### src/rtl/core/spsir_pkg.sv
package spsir_pkg;

  localparam int unsigned STATE_W     = 32;
  localparam int unsigned KEY_W       = 2 * STATE_W;
  localparam int unsigned SMALL_W     = 16;
  localparam int unsigned COUNT_OUT_W = 11;
  localparam int unsigned DEF_CAPACITY = 1024;
  localparam int unsigned GROUP_W     = 32;

  typedef enum logic [2:0] {
    ST_INSERTED  = 3'd0,
    ST_PRESENT   = 3'd1,
    ST_REMOVED   = 3'd2,
    ST_NOT_FOUND = 3'd3,
    ST_FULL      = 3'd4
  } status_t;

  localparam logic REQ_INSERT = 1'b0;
  localparam logic REQ_REMOVE = 1'b1;

  // per-cycle command to every cell of the row
  typedef struct packed {
    logic cap;   // register compare result against the key
    logic ins;   // open a slot at the insert point, shift up
    logic rem;   // close the gap at the match, shift down
  } cell_ctrl_t;

endpackage

### src/rtl/core/spsir_found_tree.sv
module spsir_found_tree import spsir_pkg::*; #(
  parameter int unsigned N = DEF_CAPACITY
) (
  input  logic         clk,
  input  logic [N-1:0] hit,
  output logic         found
);

  localparam int unsigned NGRP = (N + GROUP_W - 1) / GROUP_W;

  logic [NGRP*GROUP_W-1:0] hit_pad;
  logic [NGRP-1:0]         grp_r;
  logic                    found_r;

  always_comb begin
    hit_pad        = '0;
    hit_pad[N-1:0] = hit;
  end

  // two registered OR levels: groups, then across groups
  always_ff @(posedge clk) begin
    for (int g = 0; g < NGRP; g++) begin
      grp_r[g] <= |hit_pad[g*GROUP_W +: GROUP_W];
    end
    found_r <= |grp_r;
  end

  assign found = found_r;

endmodule

### config.mk
export PLATFORM = sky130hd
export DESIGN_NAME = spsir_found_tree
export DESIGN_NICKNAME = d
export VERILOG_FILES = /design/src/rtl/core/spsir_pkg.sv /design/src/rtl/core/spsir_found_tree.sv
export SDC_FILE = /design/constraint.sdc
export NUM_CORES = 1
export LEC_CHECK = 0
export BUFFER_PORTS_ARGS = -buffer_cell sky130_fd_sc_hd__buf_4
export CAP_MARGIN = 20
export CELL_PAD_IN_SITES_DETAIL_PLACEMENT = 1
export CELL_PAD_IN_SITES_GLOBAL_PLACEMENT = 2
export CORE_AREA = 2 2 397 399
export DETAILED_ROUTE_END_ITERATION = 16
export DIE_AREA = 0 0 399 401
export PLACE_DENSITY_LB_ADDON = 0.1
export SYNTH_ARGS = -nofsm -noshare
export SYNTH_HDL_FRONTEND = slang
export SYNTH_SLANG_ARGS = --single-unit
### constraint.sdc
create_clock -name clk -period 3.61 [get_ports clk]
set_clock_uncertainty 0.2 [all_clocks]
set_input_delay 1.083 -clock clk [delete_from_list [all_inputs] [get_ports clk]]
set_output_delay 1.083 -clock clk [all_outputs]
set_load 0.005 [all_outputs]
==> flow_summary.json, run 1 <==
{
  "status": "finished clean",
  "drtPass1Iterations": 4,
  "rsz0062_at_grt": "no",
  "cts_htree_levels": 2,
  "cts_buffer_depth": 2,
  "cts_tree": "built",
  "clock_sinks": 33,
  "yosysMostFrequentCell": "nor4_1",
  "slew_headroom_pct": 41.2,
  "ioPinCount": 1026,
  "syn_nets": 1421,
  "endpoint_kind": "flip-flop",
  "hold_violations": 0,
  "cts.clk_slew.worst_paths_ns": 0.07,
  "cts_root_buf": "clkbuf_16",
  "worst_setup_path_start_kind": "input pin",
  "synth_edf_count": 0,
  "fin_nets": 2469,
  "worstMarginPinSlew_ns": 0.873,
  "post_cts_resized": 0,
  "fp.dieW_um": 399,
  "fill_cells": 18646,
  "ys_seq_elements": 33,
  "drt_iter0_drc": 217,
  "cap_violations": 0,
  "dieHeight_um": 401,
  "max_clock_freq_ghz": 0.398,
  "ys_types": 5,
  "wl_per_cell_um": 19.9,
  "clk_latency_ns": 0.33,
  "p_leak_nw": 5.49,
  "viasPerCell": 2.37,
  "slowest_stage": "nor4_1",
  "fin_crit_ns": 2.51,
  "antenna_found_initial": 23,
  "die_area_mm2": 0.160,
  "port-buffer-count": 1025,
  "drc": 0,
  "synth_flop_cell": "dfxtp_1",
  "path_class": "in2reg",
  "maxSlewViolCount": 0,
  "drtAntennaViolNets": 0,
  "overflow": 0,
  "finalSetupViolations": 0,
  "synthArstFlopShare_pct": 0,
  "rows": 145,
  "grt_pass1_wl_mm": 86.3,
  "cts_buffers": 5,
  "final_layout_size_suffix_gt1_share_pct": 74.8,
  "cts_hold_buf": 0,
  "gr-usage-all-layers_pct": 8.20,
  "worstPathMaxFanout": 1,
  "first_global_vias": 9707,
  "ir_drop_mv": 0.141,
  "synthCells": 396,
  "dp_slack_ns": 0.568,
  "ys_seq_area_share_pct": 21.1,
  "postCtsSetupBuffers": 0,
  "arrival_ns": 2.53,
  "synth_warnings": 0,
  "synth_top_area_cell": "nor4_1",
  "required_ns": 3.63,
  "synth_common_cells": "231 x nor4_1, 66 x nand4_1, 33 x dfxtp_1, 33 x nor4_2, 33 x or2_1",
  "setup_tns_ns": 0,
  "initial_core_util_pct": 2.02,
  "wirelength_mm": 69.7,
  "hpwl_mm": 67.2,
  "area_growth_pct": 336,
  "critical-path-max-stage-delay_ns": 0.52,
  "holdCritPathClass": "reg2reg",
  "synth_area_leaders": "nor4_1 46%, dfxtp_1 21%, nand4_1 13%, nor4_2 13%, or2_1 6.6%",
  "synth.avg_cell_area_um2": 7.92,
  "grt_max_degree": 10,
  "core_mm2": 0.156,
  "powerDensity_mw_per_mm2": 136,
  "path_cells": "buf_4 -> nor4_1 -> nand4_1 -> or2_1",
  "min_period_over_period_pct": 69.5,
  "vias": 8304,
  "syn_area_mm2": 0.00314,
  "worst_slack_ns": 1.10,
  "gp_congestion": 0.803,
  "yosys.area.top_type_share_pct": 46.1
}
layout make-up:
| type | count | area (µm²) | area share (%) |
|---|---|---|---|
| antenna | 10 | 25.0 | 0.183 |
| clock buffer | 5 | 125 | 0.914 |
| clock inverter | 1 | 5.00 | 0.0366 |
| multi-input combinational | 363 | 2480 | 18.1 |
| sequential | 33 | 661 | 4.83 |
| tap | 2058 | 2570 | 18.8 |
| timing repair buffer | 1041 | 7820 | 57.1 |
worst paths after layout:
check	depth (start not counted)	slack [ns]	from	end
max	4	1.10	hit[728]	grp_r[22]
min reg2reg	3	0.40	grp_r[23]	found
min	3	0.40	grp_r[23]	found
max reg2reg	3	1.50	grp_r[3]	found
cell families (layout without fill, tap and decap cells):
kind of cell / Yosys count / count (layout) / synth area share (%)
other: 0 / 10 / 0
and+or+nand+nor: 363 / 363 / 78.9
buffers and inverters: 0 / 1047 / 0
DFF: 33 / 33 / 21.1
per-stage QoR:
step / total power, mW / hold slack [ns] / cell area, µm² / utilization, % / std cells
floorplan: 0.429 / 0.275 / 3140 / - / 396
global placement: 1.38 / 0.405 / 13500 / 8.69 / 3495
detailed placement: 1.39 / 0.388 / 13500 / 8.69 / 3495
CTS: 1.97 / 0.424 / 13700 / 8.77 / 3501
global route: 2.01 / 0.444 / 13700 / 8.79 / 3509
finish: 1.86 / 0.396 / 13700 / 8.79 / 3511
critical path: cells and delay by family:
kind                   cells  cell delay (ns)
AND/OR/NAND/NOR            3             1.33
buffers and inverters      1             0.11
per-layer routing:
layer	global-route usage, %	vias to the layer above	routed length, µm
li1	-	3955	-
met1	7.04	3813	21200
met2	17.6	484	42000
met3	2.88	38	5960
met4	1.27	14	450
met5	0	-	94
flip-flops by register name, indices dropped and copies added (netlist names):
signal,flops
found,1
grp_r,32
placed cells by master (no fill, tap or decap):
master	n
buf_4	1041
clkbuf_16	5
clkinv_2	1
dfxtp_1	33
diode_2	10
nand4_1	66
nor4_1	231
nor4_2	33
or2_1	33
power breakdown:
| group | internal, mW | total [mW] | switching [mW] |
|---|---|---|---|
| Clock | 0.250 | 0.504 | 0.254 |
| Sequential | 0.364 | 0.364 | 0.000000000167 |
| Combinational | 0.733 | 0.996 | 0.262 |
Power figures use the tool's default switching activity.
==> run 2: changes to the inputs <==
- clock period: 3.61 -> 2.31 ns (I/O delays scaled with it)
==> run 2 against run 1 <==
  * Die area is the same
  * Non-clock buffer count grew 20
  * Via count grew 0.84%
  * Power grew 61%
==> flow_summary.json, run 2 (synthesis results as in run 1) <==
{
  "maxSlewViolCount": 0,
  "initial_core_util_pct": 2.02,
  "r2r_setup_slack_ns": 0.58,
  "layout_commonest_cell": "buf_4",
  "hold_depth": 3,
  "cts_buffers": 5,
  "cts_hold_buf": 0,
  "holdCritPathClass": "reg2reg",
  "fp.dieW_um": 399,
  "grt_pass1_wl_mm": 86.8,
  "p_leak_nw": 5.61,
  "viasPerCell": 2.37,
  "dieHeight_um": 401,
  "cts_htree_levels": 2,
  "rsz0062_at_grt": "no",
  "dpl.cell_count": 3515,
  "hold_violations": 0,
  "cap_violations": 0,
  "overflow": 0,
  "p_int_mw": 2.18,
  "arrival_ns": 2.00,
  "postCtsSetupBuffers": 0,
  "holdWs_ns": 0.394,
  "powerDensity_mw_per_mm2": 216,
  "die_area_mm2": 0.160,
  "cts_buffer_depth": 2,
  "worstMarginPinSlew_ns": 0.700,
  "fin_nets": 2489,
  "fin_util_pct": 8.90,
  "wl_per_cell_um": 19.7,
  "worstHoldStart": "grp_r[18]",
  "r2r-end": "found",
  "final_cells": 3531,
  "largest_register": "grp_r",
  "post_cts_resized": 0,
  "largest_register_ffs": 32,
  "drc": 0,
  "fin_crit_ns": 1.96,
  "vias": 8374,
  "min_period_over_period_pct": 84.9,
  "status": "finished clean",
  "drt_iter0_drc": 180,
  "worst_path_most_repeated_cell": "buf_4",
  "ioPinCount": 1026,
  "wirelength_mm": 69.4,
  "cts.clk_slew.worst_paths_ns": 0.08,
  "drtPass1Iterations": 6,
  "cts_root_buf": "clkbuf_16",
  "port-buffer-count": 1025,
  "whs_endpoint": "found",
  "clk_latency_ns": 0.34,
  "combPwrFrac_pct": 52.2,
  "finalSetupViolations": 0,
  "switching_share_pct": 27.1,
  "slew_headroom_pct": 52.9,
  "final_cell_mix": "1061 x buf_4, 231 x nor4_1, 66 x nand4_1",
  "path_class": "in2reg",
  "gr-usage-all-layers_pct": 8.23,
  "final_layout_size_suffix_gt1_share_pct": 75.2,
  "critical-path-max-stage-delay_ns": 0.37,
  "required_ns": 2.35,
  "slowest_stage": "nand4_1",
  "area_growth_pct": 342,
  "rows": 145,
  "clock_sinks": 33,
  "path_cells": "buf_4 -> nor4_1 -> nand4_1 -> buf_4 -> or2_1",
  "clock_power_share_pct": 28.9,
  "cts_tree": "built",
  "power.total_mw": 2.99,
  "p_seq_share_pct": 19.0,
  "max_clock_freq_ghz": 0.510,
  "antenna_found_initial": 20,
  "reg2reg_depth": 5,
  "ir_drop_mv": 0.240,
  "first_global_vias": 9913,
  "hpwl_mm": 66.9,
  "worstPathMaxFanout": 1,
  "worst_setup_path_start_kind": "input pin",
  "drtAntennaViolNets": 0,
  "reg2reg_from": "grp_r[3]",
  "endpoint_kind": "flip-flop",
  "p_sw_mw": 0.813,
  "gp_congestion": 0.819,
  "core_mm2": 0.156,
  "grt_max_degree": 11
}
-- run 2: power groups by stage --
stage               logic (mW)  registers (mW)  clock network [mW]
floorplan               0.0883           0.582                   0
global placement          1.58           0.582                   0
detailed placement        1.60           0.582                   0
CTS                       1.60           0.568               0.995
global route              1.69           0.568               0.990
finish                    1.56           0.568               0.864
-- run 2: worst max path at each step --
stage          startpoint   endpoint  slack [ns]
2_1_floorplan     hit[24]   grp_r[0]        0.74
3_3_place_gp     hit[760]  grp_r[23]       -0.23
3_5_place_dp     hit[760]  grp_r[23]       -0.20
4_1_cts          hit[760]  grp_r[23]        0.20
5_1_grt          hit[760]  grp_r[23]        0.24
6_report         hit[472]  grp_r[14]        0.35
-- run 2: final cells by class --
cell class	count	area (µm²)
clock inverters	1	5.00
diodes	8	20.0
fillers	18657	142000
well taps	2058	2570
flip-flops and latches	33	661
repair buffers	1061	7970
clock buffers	7	153
multi-input cells	363	2480
-- run 2: worst max-delay path, delay by kind of cell --
kind	cells	cell delay [ns]
buffers and inverters	2	0.39
AND/OR/NAND/NOR	3	0.91
-- run 2: routing by layer --
| metal | vias to the layer above | share of wire [%] | global-route usage, % |
|---|---|---|---|
| li1 | 3996 | - | - |
| met1 | 3866 | 30 | 7.12 |
| met2 | 471 | 60 | 17.5 |
| met3 | 31 | 8.6 | 2.88 |
| met4 | 10 | 0.82 | 1.50 |
| met5 | - | 0.099 | 0 |
-- run 2: per-stage QoR --
step,cell area [µm²],setup slack (ns),setup TNS [ns]
2_1_floorplan,3140,0.736,0
3_3_place_gp,13700,-0.227,-0.543
3_5_place_dp,13700,-0.201,-0.486
4_1_cts,13800,0.200,0
5_1_grt,13900,0.240,0
6_report,13900,0.349,0
