### config.mk
export PLATFORM = sky130hd
export DESIGN_NAME = spsir_cell
export DESIGN_NICKNAME = d
export VERILOG_FILES = /design/src/rtl/core/spsir_pkg.sv /design/src/rtl/core/spsir_cell.sv
export SDC_FILE = /design/constraint.sdc
export NUM_CORES = 1
export LEC_CHECK = 0
export ABC_AREA = 0
export BUFFER_PORTS_ARGS = -buffer_cell sky130_fd_sc_hd__clkbuf_2
export CAP_MARGIN = 20
export CORE_ASPECT_RATIO = 2
export CORE_UTILIZATION = 40
export CTS_CLUSTER_DIAMETER = 50
export DETAILED_ROUTE_END_ITERATION = 12
export GPL_TIMING_DRIVEN = 0
export PLACE_DENSITY = 0.79
export SETUP_SLACK_MARGIN = 0.15
export SLEW_MARGIN = 20
export SYNTH_ARGS = -nofsm -noshare
export SYNTH_HDL_FRONTEND = slang
export SYNTH_SLANG_ARGS = --single-unit
### constraint.sdc
create_clock -name clk -period 11.2 [get_ports clk]
set_input_delay 0.56 -clock clk [delete_from_list [all_inputs] [get_ports clk]]
set_output_delay 0.56 -clock clk [all_outputs]
set_load 0.01 [all_outputs]
### src/rtl/core/spsir_pkg.sv
package spsir_pkg;

  localparam int unsigned STATE_W     = 32;
  localparam int unsigned KEY_W       = 2 * STATE_W;
  localparam int unsigned SMALL_W     = 16;
  localparam int unsigned COUNT_OUT_W = 11;
  localparam int unsigned DEF_CAPACITY = 1024;
  localparam int unsigned GROUP_W     = 32;

  typedef enum logic [2:0] {
    ST_INSERTED  = 3'd0,
    ST_PRESENT   = 3'd1,
    ST_REMOVED   = 3'd2,
    ST_NOT_FOUND = 3'd3,
    ST_FULL      = 3'd4
  } status_t;

  localparam logic REQ_INSERT = 1'b0;
  localparam logic REQ_REMOVE = 1'b1;

  // per-cycle command to every cell of the row
  typedef struct packed {
    logic cap;   // register compare result against the key
    logic ins;   // open a slot at the insert point, shift up
    logic rem;   // close the gap at the match, shift down
  } cell_ctrl_t;

endpackage

### src/rtl/core/spsir_cell.sv
module spsir_cell import spsir_pkg::*; #(
  parameter int unsigned IDX   = 0,
  parameter int unsigned CNT_W = 11
) (
  input  logic             clk,
  input  cell_ctrl_t       ctrl,
  input  logic [KEY_W-1:0] key,
  input  logic [CNT_W-1:0] count,
  input  logic [KEY_W-1:0] prev_entry,
  input  logic             prev_lt,
  input  logic [KEY_W-1:0] next_entry,
  output logic [KEY_W-1:0] entry,
  output logic             lt,
  output logic             eq
);

  localparam logic [CNT_W-1:0] IDX_C = CNT_W'(IDX);

  logic [KEY_W-1:0] entry_r, entry_nxt;
  logic             lt_r, eq_r;
  logic             valid;

  assign valid = count > IDX_C;

  always_comb begin
    entry_nxt = entry_r;
    if (ctrl.ins) begin
      if (!lt_r) entry_nxt = prev_lt ? key : prev_entry;
    end else if (ctrl.rem) begin
      if (!lt_r) entry_nxt = next_entry;
    end
  end

  always_ff @(posedge clk) begin
    if (ctrl.cap) begin
      lt_r <= valid && (entry_r < key);
      eq_r <= valid && (entry_r == key);
    end
    if (ctrl.ins || ctrl.rem) begin
      entry_r <= entry_nxt;
    end
  end

  assign entry = entry_r;
  assign lt    = lt_r;
  assign eq    = eq_r;

endmodule

==> results.cfg, run 1 <==
[global_routing]
grt_pass1_vias = 5156
grt_usage = 0.2414
grt_remaining_overflow = 0
grt_pass1_wl_um = 23350
grt_antenna_before_repair = 0
grt_max_degree = 28

[route]
first_pass_iters = 4
drc = 0
wl_um = 15010
drtIter0Drc = 127
routed_via_density = 5.172
vias = 4929
drt-met1-wl_um = 5090
top_layer = met4
ant_nets = 0
route.met3.wl_um = 804
wl_met2_um = 8593
drt-wirelength-per-cell_um = 15.75

[logic_synthesis]
synthTopCellsByArea = edfxtp_1 (40%), ha_1 (16%), mux2i_1 (13%), a21oi_1 (9.3%), nor2_1 (5.4%)
yosysSeqAreaShare = 0.4019
ys_ff_latch = 66
yosys.area.top_type = edfxtp_1
synth_top_area_frac = 0.4019
synth_top_family_by_area = adder cells
netlist_instances = 518
ys_warn_count = 0
synth_nets = 790
synthMuxAreaShare = 0.1299
synth-simple-area-share = 0.1185
synth_compound_area_frac = 0.1203
synthAdderAreaFrac = 0.1624
netlist_area_sq_um = 4931
synth_xor_area_frac = 0
synthDistinctLibCells = 30
synth.avg_cell_area_sq_um = 9.519

[clock_tree]
cts_buffers = 9
h-tree-depth = 3
post-cts-setup-buffer-count = 0
clockBufferDepth = 2
cts_tree = done
insertion_delay_ns = 0.33
clkSinkCount = 66
cts_hold_buf = 0
clk_pin_slew_worst_paths_ns = 0.06
cts-root-buf = clkbuf_16
post_cts_resized = 0

[worst_hold_path]
hold_path.class = input pin to register

[sta]
hold_viol = 0
timing.fmax_mhz = 377.4
setup_viol_count_final = 0
worst_pin_slew_ns = 0.7859
setup_tns_ns = 0
period_share = 0.2366
fin_crit_ns = 2.649
rsz0062_at_grt = no
final_max_slew_viol_count = 0
skew_ns = 0.007432
max-slew-margin-rel = 0.4760

[die]
die_h_um = 159.0
die_w_um = 80.51
core_sq_um = 12050
start_util = 0.4091
die_area_sq_um = 12800
ios = 274
rows = 57

[pwr]
seqPwrFrac = 0.413
comb_power_share = 0.261
p_leak_nw = 3.570
vdd_drop_max_mv = 0.08313
sw_frac_of_total = 0.2894
power_density_nw_per_um2 = 111.2
pwr-share-clk = 0.327
intPower_uw = 535.8
power_switching_uw = 218.2

[cells_and_area]
area_growth_pct = 37.48
layout_common_cells = clkbuf_2 (271), a21oi_1 (92), nor2_1 (70)
fin_util = 0.5624
final_common_cell = clkbuf_2
fin_nets = 1074
drive_above_1_share = 0.3677
layout.cells.non_filler = 953

[worst_setup_path]
crit_type = register to register
crit_required_ns = 11.27
critPathCaptureType = register
cp_max_fo = 3
arrival_ns = 2.72
cp-start-kind = register

[status]
status = completed

[placed_design]
dp_cells = 938
dpl.hpwl_um = 12540
gp_congestion = 0.8727
portBuffers = 271

[job]
maxCapViolCount = 0
sequential cells by signal, summed over array words and instances, names as in the netlist:
| signal | flops |
|---|---|
| eq | 1 |
| entry | 64 |
| lt | 1 |
power by group through the flow:
stage | logic, mW | clock network [mW] | registers [mW]
2_1_floorplan | 0.0952 | 0 | 0.326
3_3_place_gp | 0.188 | 0 | 0.318
3_5_place_dp | 0.197 | 0 | 0.316
4_1_cts | 0.198 | 0.252 | 0.311
5_1_grt | 0.220 | 0.260 | 0.313
6_report | 0.197 | 0.246 | 0.311
cell families after synthesis:
group,count (synthesis)
adder cells (fa/ha/maj),64
AND/OR/NAND/NOR,127
flip-flops,66
multiplexers,64
buffers and inverters,86
AO/OA/AOI/OAI,111
cells in the mapped netlist:
library cell	count
a211oi_1	3
a21o_1	2
a21oi_1	92
a221o_1	2
a31oi_1	1
a32oi_1	1
and4_1	1
buf_2	6
clkbuf_1	15
edfxtp_1	66
ha_1	64
inv_1	65
mux2i_1	64
nand2_1	21
nand2_4	1
nand2b_1	2
nand3_1	7
nand3b_1	1
nand4_1	8
nand4_2	2
nor2_1	71
nor2b_1	1
nor3_1	7
nor4_1	3
nor4_4	1
o2111a_1	1
o2111ai_1	1
o21ai_0	5
o21ai_1	3
or4_1	1
per-stage QoR:
| stage | worst slack (ns) | hold slack (ns) | instance area, sq um | total power, mW |
|---|---|---|---|---|
| CTS | 8.437 | 0.4580 | 6777 | 0.7620 |
| global route | 8.327 | 0.4618 | 6777 | 0.7937 |
| detailed placement | 8.151 | 0.7152 | 6526 | 0.5136 |
| floorplan | 6.861 | 0.6725 | 4931 | 0.4212 |
| global placement | 4.998 | 0.7869 | 6471 | 0.5059 |
| finish | 8.551 | 0.4747 | 6779 | 0.7540 |
final cells by class:
class / instances / area [sq um]
inverters: 65 / 244.0
clock buffers: 10 / 229.0
plain buffers: 21 / 86.33
well taps: 147 / 183.9
clock inverters: 4 / 21.27
fillers: 1092 / 5274
flip-flops and latches: 66 / 1982
diodes: 1 / 2.502
multi-input cells: 366 / 2626
repair buffers: 273 / 1404
per-layer routing:
layer	vias to the layer above	track usage
li1	2416	-
met1	2273	0.2184
met2	202	0.4711
met3	38	0.05158
met4	0	0.1242
met5	-	0
path summary, 6_finish.rpt:
| check | end | slack [ns] | startpoint | depth (start not counted) |
|---|---|---|---|---|
| max | lt | 8.55 | entry[53] | 6 |
| min | lt | 0.47 | ctrl[2] | 1 |
| max reg2reg | lt | 8.55 | entry[53] | 6 |
| min reg2reg | entry[5] | 0.72 | lt | 1 |
worst max-delay path: stages (launching register included):
cell and delay, ns:
edfxtp_1 0.39, ha_1 0.32, nand4_1 0.21, nor4_4 0.33
nand4_1 0.19, or4_1 0.65, o2111a_1 0.29
(Power assumes the default switching activity.)
==> run 2, diff against run 1 <==
clock period = 2.7 ns   (was 11.2 ns; I/O delays follow)
==> results.cfg, run 2 (synthesized netlist as in run 1, its figures left out) <==
[global_routing]
grt_pass1_vias = 5019
grt_max_degree = 27
grt_antenna_before_repair = 0
grt_usage = 0.2385
grt_remaining_overflow = 0
grt_pass1_wl_um = 22920

[cells_and_area]
layout.cells.non_filler = 954
diodes = 0
layout_common_cells = clkbuf_2 (271), a21oi_1 (92), nor2_1 (70)
drive_above_1_share = 0.3717
fillerInstances = 1123
final_common_cell = clkbuf_2
area_growth_pct = 38.37
fin_nets = 1075
final_cell_area_sq_um = 6823
largest_reg_flops = 64

[sta]
fin_crit_ns = 2.457
rsz0062_at_grt = yes
final_max_slew_viol_count = 0
period_share = 0.9101
skew_ns = 0.01166
max-slew-margin-rel = 0.5115
hold_viol = 0
setup_viol_count_final = 0
worst_pin_slew_ns = 0.7327
timing.fmax_mhz = 407.0
worst_slack_ns = 0.2427

[die]
ios = 274
start_util = 0.4091
rows = 57
core_sq_um = 12050
die_w_um = 80.51
die_area_sq_um = 12800
die_h_um = 159.0

[placed_design]
dp_cells = 938
gp_congestion = 0.8485
portBuffers = 271
post-place-ws_ns = -0.07064
dpl.hpwl_um = 12570
place_area_sq_um = 6519

[pwr]
power_density_nw_per_um2 = 475.7
vdd_drop_max_mv = 0.3799
p_leak_nw = 3.585

[clock_tree]
cts_hold_buf = 0
clockBufferDepth = 2
cts_buffers = 9
cts_tree = done
clk_pin_slew_worst_paths_ns = 0.05
h-tree-depth = 3
insertion_delay_ns = 0.33
clkSinkCount = 66
cts-root-buf = clkbuf_16

[route]
route.met3.wl_um = 679
drtIter0Drc = 154
ant_nets = 0
top_layer = met4
wl_met2_um = 8598
drt-met1-wl_um = 5097
drt-wirelength-per-cell_um = 15.74
vias = 4906
drc = 0
first_pass_iters = 4
routed_via_density = 5.143
wl_um = 15020

[worst_setup_path]
crit_type = register to register
cp_cell_sequence = ha_1 > nand4_1 > nor3_1 > nand2_4 > or4_4 > o2111a_1
cp_slowest_cell = or4_4
crit_required_ns = 2.77
worst_path_largest_cell_delay_ns = 0.55
arrival_ns = 2.53
cp-start-kind = register
cp_max_fo = 3
critPathCaptureType = register

[job]
maxCapViolCount = 0

[worst_hold_path]
hold_path.class = input pin to register

[status]
status = completed
-- run 2: cell count changes in the layout (fill, tap and decap cells not counted), sizes merged --
cell      change
bufinv        +1
clkinvlp      +1
clkbuf        -1
diode         -1
buf           +1
-- run 2: final cells by class --
class	instances	area, sq um	area share
Sequential cell	66	1982	0.2905
Buffer	21	86.33	0.01265
Inverter	65	244.0	0.03576
Tap cell	147	183.9	0.02696
Clock inverter	6	58.81	0.008619
Clock buffer	9	225.2	0.03301
Multi-Input combinational cell	366	2639	0.3868
Timing Repair Buffer	274	1404	0.2058
-- run 2: metrics by stage --
stage	utilization	power [mW]	TNS [ns]	hold slack, ns
finish	0.5661	3.246	0	0.04167
global route	0.5661	3.413	0	0.03281
CTS	0.5661	3.285	0	0.02310
detailed placement	0.5408	2.130	-0.07064	0.3645
global placement	0.5375	2.095	-31.91	0.3573
floorplan	-	1.744	0	0.2475
-- run 2: report_power, final --
part,switching (mW),leakage (nW),internal [mW]
registers,0.0477,0.622,1.25
logic,0.445,2.83,0.372
clock network,0.433,0.135,0.703
-- run 2: worst paths after layout --
check	startpoint	endpoint	slack, ns	depth (start not counted)
max reg2reg	entry[30]	lt	0.24	6
min reg2reg	lt	entry[5]	0.71	1
max	entry[30]	lt	0.24	6
min	ctrl[2]	eq	0.04	1
-- run 2: worst max-delay path, delay by kind of cell (launching register included) --
| family | cells | cell delay (ns) |
|---|---|---|
| compound gates | 1 | 0.26 |
| fa+ha+maj | 1 | 0.35 |
| flops | 1 | 0.44 |
| simple gates | 4 | 1.16 |
-- run 2: per-layer routing --
layer	track usage	vias up
met4	0.1218	0
met3	0.03782	46
met2	0.4696	199
li1	-	2418
met1	0.2208	2243
met5	0	-
-- run 2: timing repair --
action / 4_1_cts / 5_1_grt
pin swaps: 3 / 1
endpoints found under the setup margin: 2 / 1
gates resized for setup: 2 / 0
buffers inserted: 1 / 0
